### src/sv/rtcas_pkg.sv
`default_nettype none

package rtcas_pkg;

    // request codes
    localparam logic [2:0] REQ_TICK  = 3'd0;
    localparam logic [2:0] REQ_SET   = 3'd1;
    localparam logic [2:0] REQ_ADD   = 3'd2;
    localparam logic [2:0] REQ_CLEAR = 3'd3;
    localparam logic [2:0] REQ_READ  = 3'd4;

    // status codes
    localparam logic [1:0] ST_OK    = 2'd0;
    localparam logic [1:0] ST_FULL  = 2'd1;
    localparam logic [1:0] ST_RANGE = 2'd2;

    // rollover limits and register reset
    localparam logic [5:0] SEC_LIMIT  = 6'd60;
    localparam logic [5:0] MIN_LIMIT  = 6'd60;
    localparam logic [4:0] HOUR_LIMIT = 5'd24;
    localparam logic [7:0] RESET_TPS  = 8'd30;

    typedef struct packed {
        logic [2:0] req_type;
        logic [4:0] set_hours;
        logic [5:0] set_minutes;
        logic [5:0] set_seconds;
        logic [1:0] slot_index;
    } req_t;

    typedef struct packed {
        logic [4:0] hours;
        logic [5:0] minutes;
        logic [5:0] seconds;
        logic       alarm_active;
        logic [1:0] status;
        logic [1:0] slot_used;
        logic       slot_valid;
        logic [4:0] slot_hours;
        logic [5:0] slot_minutes;
    } rsp_t;

    // slot table write command
    typedef struct packed {
        logic       wr_en;
        logic       wr_set;
        logic [4:0] hour;
        logic [5:0] minute;
    } tbl_cmd_t;

    // slot table status
    typedef struct packed {
        logic       free_found;
        logic       rd_valid;
        logic [4:0] rd_hour;
        logic [5:0] rd_minute;
        logic       match;
    } tbl_stat_t;

endpackage

`default_nettype wire

### src/sv/rtcas_alarm_table.sv
`default_nettype none

module rtcas_alarm_table #(
    parameter int ALARM_SLOTS = 4,
    localparam int SLOT_W = (ALARM_SLOTS > 1) ? $clog2(ALARM_SLOTS) : 1
) (
    input  wire logic                 clk,
    input  wire logic                 rst_n,
    input  wire rtcas_pkg::tbl_cmd_t  cmd,
    input  wire logic [SLOT_W-1:0]    wr_slot,
    input  wire logic [SLOT_W-1:0]    rd_slot,
    input  wire logic [4:0]           cmp_hour,
    input  wire logic [5:0]           cmp_minute,
    output rtcas_pkg::tbl_stat_t      stat,
    output logic [SLOT_W-1:0]         free_slot
);

    logic [ALARM_SLOTS-1:0] valid_reg;
    logic [ALARM_SLOTS-1:0] valid_next;
    logic [4:0]             hour_reg   [ALARM_SLOTS];
    logic [4:0]             hour_next  [ALARM_SLOTS];
    logic [5:0]             minute_reg [ALARM_SLOTS];
    logic [5:0]             minute_next[ALARM_SLOTS];
    logic                   free_found;
    logic                   hit;

    // lowest free slot, one check per slot
    always_comb
    begin
        free_found = 1'b0;
        free_slot  = '0;
        for (int k = ALARM_SLOTS - 1; k >= 0; k--)
        begin
            if (!valid_reg[k])
            begin
                free_found = 1'b1;
                free_slot  = SLOT_W'(k);
            end
        end
    end

    always_comb
    begin
        valid_next  = valid_reg;
        hour_next   = hour_reg;
        minute_next = minute_reg;
        if (cmd.wr_en)
        begin
            valid_next[wr_slot]  = cmd.wr_set;
            hour_next[wr_slot]   = cmd.hour;
            minute_next[wr_slot] = cmd.minute;
        end
    end

    // match against the table as it stands after this request
    always_comb
    begin
        hit = 1'b0;
        for (int k = 0; k < ALARM_SLOTS; k++)
        begin
            if (valid_next[k] && hour_next[k] == cmp_hour && minute_next[k] == cmp_minute)
            begin
                hit = 1'b1;
            end
        end
    end

    assign stat = {free_found, valid_reg[rd_slot], hour_reg[rd_slot], minute_reg[rd_slot],
                   hit};

    always_ff @(posedge clk or negedge rst_n)
    begin
        if (!rst_n)
        begin
            valid_reg <= '0;
        end
        else
        begin
            valid_reg <= valid_next;
        end
    end

    always_ff @(posedge clk)
    begin
        hour_reg   <= hour_next;
        minute_reg <= minute_next;
    end

endmodule

`default_nettype wire

### src/sv/rtc_with_alarm_slots_top.sv
// a request is taken into the input register, then its result is loaded into the result
// register when that register is empty or being drained
// throughput: 1 transaction per cycle unless a response is held, set by the input
// and result registers; each request is resolved in one pass of logic between them
// reset: time, prescaler and alarm slot table cleared, ticks_per_second back to 30
`default_nettype none

module rtc_with_alarm_slots_top #(
    parameter int ALARM_SLOTS = 4
) (
    input  wire logic             clk,
    input  wire logic             rst_n,
    // configuration write
    input  wire logic             cfg_we,
    input  wire logic [7:0]       cfg_wdata,
    // request channel
    input  wire logic             req_valid,
    output logic                  req_ready,
    input  wire rtcas_pkg::req_t  req,
    // response channel
    output logic                  rsp_valid,
    input  wire logic             rsp_ready,
    output rtcas_pkg::rsp_t       rsp
);

    localparam int SLOT_W = (ALARM_SLOTS > 1) ? $clog2(ALARM_SLOTS) : 1;

    // ticks_per_second register
    logic [7:0] tps_reg;

    // time of day and prescaler
    logic [7:0] pre_reg, pre_next;
    logic [5:0] sec_reg, sec_next;
    logic [5:0] min_reg, min_next;
    logic [4:0] hour_reg, hour_next;

    // input register
    logic            req_vld_reg;
    rtcas_pkg::req_t req_reg;

    // result register
    logic            rsp_vld_reg;
    rtcas_pkg::rsp_t rsp_reg;
    rtcas_pkg::rsp_t rsp_next;

    // pipeline control
    logic adv;
    logic proc;

    // slot table interface
    rtcas_pkg::tbl_cmd_t  cmd;
    rtcas_pkg::tbl_stat_t stat;
    logic [SLOT_W-1:0]    free_slot;
    logic [SLOT_W-1:0]    wr_slot;
    logic [SLOT_W-1:0]    rd_slot;

    // request decode helpers
    logic [7:0] pre_inc;
    logic [5:0] sec_inc;
    logic [5:0] min_inc;
    logic [4:0] hour_inc;
    logic       idx_ok;
    logic       alarm_ok;
    logic       time_ok;

    // result register moves when empty or drained
    assign adv       = !rsp_vld_reg || rsp_ready;
    assign req_ready = !req_vld_reg || adv;
    assign proc      = req_vld_reg && adv;

    assign rsp_valid = rsp_vld_reg;
    assign rsp       = rsp_reg;

    assign rd_slot  = SLOT_W'(req_reg.slot_index);
    assign idx_ok   = int'(req_reg.slot_index) < ALARM_SLOTS;
    assign alarm_ok = (req_reg.set_hours < rtcas_pkg::HOUR_LIMIT)
                   && (req_reg.set_minutes < rtcas_pkg::MIN_LIMIT);
    assign time_ok  = alarm_ok && (req_reg.set_seconds < rtcas_pkg::SEC_LIMIT);

    assign pre_inc  = pre_reg + 8'd1;
    assign sec_inc  = sec_reg + 6'd1;
    assign min_inc  = min_reg + 6'd1;
    assign hour_inc = hour_reg + 5'd1;

    rtcas_alarm_table #(
        .ALARM_SLOTS (ALARM_SLOTS)
    ) u_table (
        .clk        (clk),
        .rst_n      (rst_n),
        .cmd        (cmd),
        .wr_slot    (wr_slot),
        .rd_slot    (rd_slot),
        .cmp_hour   (hour_next),
        .cmp_minute (min_next),
        .stat       (stat),
        .free_slot  (free_slot)
    );

    // one pass per request: clock update, table command, response fields
    always_comb
    begin
        pre_next  = pre_reg;
        sec_next  = sec_reg;
        min_next  = min_reg;
        hour_next = hour_reg;
        cmd       = '0;
        wr_slot   = free_slot;
        rsp_next  = '0;

        unique case (req_reg.req_type)
            rtcas_pkg::REQ_TICK:
            begin
                // every prescaler count meets a zero rate, so a zero rate advances every tick
                if (pre_inc >= tps_reg)
                begin
                    pre_next = '0;
                    if (sec_inc >= rtcas_pkg::SEC_LIMIT)
                    begin
                        sec_next = '0;
                        if (min_inc >= rtcas_pkg::MIN_LIMIT)
                        begin
                            min_next = '0;
                            if (hour_inc >= rtcas_pkg::HOUR_LIMIT)
                            begin
                                hour_next = '0;
                            end
                            else
                            begin
                                hour_next = hour_inc;
                            end
                        end
                        else
                        begin
                            min_next = min_inc;
                        end
                    end
                    else
                    begin
                        sec_next = sec_inc;
                    end
                end
                else
                begin
                    pre_next = pre_inc;
                end
            end
            rtcas_pkg::REQ_SET:
            begin
                // prescaler kept on a valid set
                if (time_ok)
                begin
                    hour_next = req_reg.set_hours;
                    min_next  = req_reg.set_minutes;
                    sec_next  = req_reg.set_seconds;
                end
                else
                begin
                    rsp_next.status = rtcas_pkg::ST_RANGE;
                end
            end
            rtcas_pkg::REQ_ADD:
            begin
                // full table wins over a bad alarm value
                if (!stat.free_found)
                begin
                    rsp_next.status = rtcas_pkg::ST_FULL;
                end
                else if (!alarm_ok)
                begin
                    rsp_next.status = rtcas_pkg::ST_RANGE;
                end
                else
                begin
                    cmd.wr_en          = proc;
                    cmd.wr_set         = 1'b1;
                    cmd.hour           = req_reg.set_hours;
                    cmd.minute         = req_reg.set_minutes;
                    rsp_next.slot_used = 2'(free_slot);
                end
            end
            rtcas_pkg::REQ_CLEAR:
            begin
                if (!idx_ok)
                begin
                    rsp_next.status = rtcas_pkg::ST_RANGE;
                end
                else
                begin
                    cmd.wr_en          = proc;
                    cmd.wr_set         = 1'b0;
                    wr_slot            = rd_slot;
                    rsp_next.slot_used = req_reg.slot_index;
                end
            end
            rtcas_pkg::REQ_READ:
            begin
                if (!idx_ok)
                begin
                    rsp_next.status = rtcas_pkg::ST_RANGE;
                end
                else
                begin
                    rsp_next.slot_used = req_reg.slot_index;
                    if (stat.rd_valid)
                    begin
                        rsp_next.slot_valid   = 1'b1;
                        rsp_next.slot_hours   = stat.rd_hour;
                        rsp_next.slot_minutes = stat.rd_minute;
                    end
                end
            end
            default:
            begin
                // unknown request code
                rsp_next.status = rtcas_pkg::ST_RANGE;
            end
        endcase

        rsp_next.hours        = hour_next;
        rsp_next.minutes      = min_next;
        rsp_next.seconds      = sec_next;
        rsp_next.alarm_active = stat.match;
    end

    // control and clock state
    always_ff @(posedge clk or negedge rst_n)
    begin
        if (!rst_n)
        begin
            tps_reg     <= rtcas_pkg::RESET_TPS;
            pre_reg     <= '0;
            sec_reg     <= '0;
            min_reg     <= '0;
            hour_reg    <= '0;
            req_vld_reg <= 1'b0;
            rsp_vld_reg <= 1'b0;
        end
        else
        begin
            if (cfg_we)
            begin
                tps_reg <= cfg_wdata;
            end
            if (proc)
            begin
                pre_reg  <= pre_next;
                sec_reg  <= sec_next;
                min_reg  <= min_next;
                hour_reg <= hour_next;
            end
            if (req_ready)
            begin
                req_vld_reg <= req_valid;
            end
            if (adv)
            begin
                rsp_vld_reg <= req_vld_reg;
            end
        end
    end

    // payload registers
    always_ff @(posedge clk)
    begin
        if (req_ready && req_valid)
        begin
            req_reg <= req;
        end
        if (proc)
        begin
            rsp_reg <= rsp_next;
        end
    end

    // reported time always stays a legal time of day
    a_time_legal: assert property (@(posedge clk) disable iff (!rst_n)
        rsp_valid |-> (rsp.hours < rtcas_pkg::HOUR_LIMIT)
                   && (rsp.minutes < rtcas_pkg::MIN_LIMIT)
                   && (rsp.seconds < rtcas_pkg::SEC_LIMIT))
        else $error("response time out of range");

    // slot contents only come with an ok status
    a_slot_ok: assert property (@(posedge clk) disable iff (!rst_n)
        (rsp_valid && rsp.slot_valid) |-> (rsp.status == rtcas_pkg::ST_OK))
        else $error("slot contents with error status");

    // a full table transaction names no slot
    a_full_clean: assert property (@(posedge clk) disable iff (!rst_n)
        (rsp_valid && rsp.status == rtcas_pkg::ST_FULL)
            |-> (rsp.slot_used == 2'd0) && !rsp.slot_valid)
        else $error("full status with slot data");

    // request side only stalls behind a held response
    a_stall_cause: assert property (@(posedge clk) disable iff (!rst_n)
        !req_ready |-> (rsp_valid && !rsp_ready))
        else $error("request stalled without response backpressure");

endmodule

`default_nettype wire
### config.mk
export PLATFORM = sky130hd
export DESIGN_NAME = rtc_with_alarm_slots_top
export DESIGN_NICKNAME = d
export VERILOG_FILES = /design/src/sv/rtcas_pkg.sv /design/src/sv/rtcas_alarm_table.sv /design/src/sv/rtc_with_alarm_slots_top.sv
export SDC_FILE = /design/constraint.sdc
export NUM_CORES = 1
export LEC_CHECK = 0
export BUFFER_PORTS_ARGS = -buffer_cell sky130_fd_sc_hd__buf_2
export CAP_MARGIN = 20
export CORE_MARGIN = 2
export CORE_UTILIZATION = 40
export CTS_BUF_LIST = sky130_fd_sc_hd__clkbuf_4 sky130_fd_sc_hd__clkbuf_8
export CTS_CLUSTER_DIAMETER = 40
export CTS_CLUSTER_SIZE = 25
export DETAILED_ROUTE_END_ITERATION = 6
export PLACE_DENSITY = 0.64
export SYNTH_ARGS = -nofsm -noshare
export SYNTH_HDL_FRONTEND = slang
export SYNTH_HIERARCHICAL = 1
export SYNTH_SLANG_ARGS = --single-unit
### constraint.sdc
create_clock -name clk -period 6.32 [get_ports clk]
set_clock_uncertainty 0.05 [all_clocks]
set_input_delay 1.264 -clock clk [delete_from_list [all_inputs] [get_ports clk]]
set_output_delay 1.264 -clock clk [all_outputs]
set_load 0.05 [all_outputs]
==> out/metrics.cfg <==
[finish]
nets=823
area_delta_synth_final_pct=11.7
fin_cells=1022
ff_latch_area_sq_um=3540
fin_util_pct=45.6
largest_reg_flops=34
nFillCells=1766
multi_input_area_sq_um=3830
diodes=0
final_cell_area_sq_um=8560
drive_gt1_share_pct=23.1

[synthesis]
synth_ff_type=edfxtp_1
synth.avg_cell_area_sq_um=10.6
yosysTopAreaCell=edfxtp_1
synth_edf_count=56
yosys_warnings=6
yosys.area_share.simple_pct=17.5
yosys_register_bits=139
synth_fa_ha_area_share_pct=2.12
syn_nets=770
synthDistinctLibCells=82
synth_xor_area_share_pct=5.83
muxShareOfSynthArea_pct=10.3
synth_compound_area_share_pct=14.3
synth.cell_area_sq_um=7660
ys_seq_area_share_pct=46.2
synthTopCellsByArea=edfxtp_1 22%, dfxtp_1 11%, dfrtp_1 11%
synthArstFlopShare_pct=28.1
synth_top_family_by_area=simple AND/OR/NAND/NOR gates
synth_cells=722
yosysTopAreaCellShare_pct=21.9

[sta]
fin_crit_ns=5.01
worst_pin_slew_ns=1.03
fmax_ghz=0.199
hold_viol=0
setup_slack_ns=1.31
slew_headroom_pct=30.9
finalSetupViolations=0
setup-tns-final_ns=0
holdWs_ns=0.452
fin_crit_sh_pct=79.3
finalMaxSlewViolations=0
rsz0062_at_grt=false

[min_path]
hp-class=flip-flop to flip-flop
min_from=req_vld_reg

[clock_tree]
cts_resized=0
cts_hold_buf=0
clk_pin_slew_ns=0.09
tritoncts=built
cts_setup_buffers=0
clock_latency_ns=0.46
htree_levels=4
cts_buffers=17
cts.sinks=139
root_buffer=clkbuf_8
cts_buffer_depth=2

[critical_path]
worstPathArrival_ns=5.29
cp_max_fo=19
endpoint_kind=flip-flop
critical_path.startpoint=pre_reg[0]
path_class=flip-flop to flip-flop
cp.required_ns=6.59
r2r-start=pre_reg[0]
cp-start-kind=flip-flop

[detailed_routing]
wl_per_cell_microns=19.7
vias=5957
vias_per_cell=5.83
antenna_left=0
drc=0
drt_pass1_iterations=5
drt_iter0_markers=604
drt-total-wl_microns=20100

[die]
core_area_sq_um=18800
initial_core_util_pct=40.8
die_y_microns=142
fp-row-count=50
die_area_sq_um=20300
io_pins=71
die_w_microns=142

[global_route]
grt_pass1_vias=5820
grt_pass1_wl_microns=31800
antenna_found_initial=0
grtUsageTotal_pct=20.4
grt_start_max_net_pins=40
grt_overflow=0

[pwr]
power_mw=2.85
p_per_area_nw_per_um2=333
peakVddDrop_uv=159
leakage_nw=3.46

[place]
dp.cells=990
dpl_cell_area_sq_um=8180
finalWeightedCongestion=0.934
preCtsSetupSlack_ns=1.38
dp_hpwl_microns=14000
port-buffer-count=70

[outcome]
outcome=finished, final reports clean

[run]
max-cap-violations=0

-- cell usage after synthesis, drive strengths merged, types with 5 or more instances --
library cell and count:
a21oi 12, nor2 27, a221o 6, nand4b 8, edfxtp 56, nor3 16
nand2b 12, o21ai 45, nand4 8, buf 16, mux2 44, inv 23
mux4 12, and3 13, dfxtp 44, xor2 15, a22oi 8, o2111ai 5
a211o 6, and2 24, nand3 31, xnor2 36, dfrtp 35, a22o 11
a31oi 7, nor4 7, ha 13, or3 7, o211ai 5, clkbuf 28
nand2 72
-- worst max-delay path, cell delays in order (launching register included) --
cell      delay (ns)
dfrtp_1         0.44
and3_1          0.21
and3_1          0.18
and3_1          0.18
xor2_1          0.15
ha_1            0.30
nand4_1         0.16
o311ai_4        0.83
nand3_4         0.22
mux2i_1         0.17
o21ai_0         0.71
nand2b_1        0.22
nand3_1         0.09
nor4bb_1        0.28
nor2_1          0.07
or4b_1          0.51
nand4b_1        0.11
-- placed cells by master, fill, tap and decap left out, drive strengths merged, types with 5 or more instances in the layout --
master and n:
clkinv 9, nand3 31, nand2 72, and3 13, inv 23, mux4 12
dfxtp 44, a31oi 7, a211o 6, nor3 16, a22o 11, a221o 6
o211ai 5, dfrtp 35, mux2 44, xnor2 36, nor2 27, clkbuf 17
nand2b 12, buf 78, nor4 7, a22oi 8, o21ai 45, edfxtp 56
xor2 15, or3 7, nand4 8, nand4b 8, and2 24, o2111ai 5
ha 13, a21oi 12
-- cell type report --
type | instances | share of cell area, %
multi-input cells | 516 | 44.8
flip-flops and latches | 139 | 41.4
repair buffers | 78 | 4.88
well taps | 234 | 3.42
clock buffers | 17 | 2.73
clock inverters | 15 | 1.78
inverters | 23 | 1.01
-- where the power goes --
part,switching [mW],internal [mW],leakage (nW),total [mW]
registers,0.171,1.06,1.39,1.23
logic,0.553,0.344,1.88,0.897
clock network,0.373,0.349,0.185,0.721
total,1.10,1.75,3.46,2.85
-- metal layers --
metal | GRT usage, % | part of all wire, %
met1 | 29.2 | 47
met2 | 30.7 | 45
met3 | 3.70 | 6.2
met4 | 7.61 | 2.2
met5 | 0 | 0
-- worst paths after layout --
kind,to,depth (start not counted),slack (ns)
max in group asynchronous,sec_reg[5],1,4.70
hold reg to reg,rsp_valid,1,0.45
hold / removal,rsp_valid,1,0.45
setup / recovery,rsp[16],16,1.31
setup reg to reg,rsp[16],16,1.31
min in group asynchronous,tps_reg[0],1,0.90
-- logic make-up after synthesis --
family                     count (synthesis)
AOI/OAI and AO/OA                        147
xor gates and xnor gates                  51
adders and majority gates                 13
buffers and inverters                     67
DFF                                      139
muxes                                     58
and+or+nand+nor                          247
Note: power is estimated with default switching activity, not from simulation.
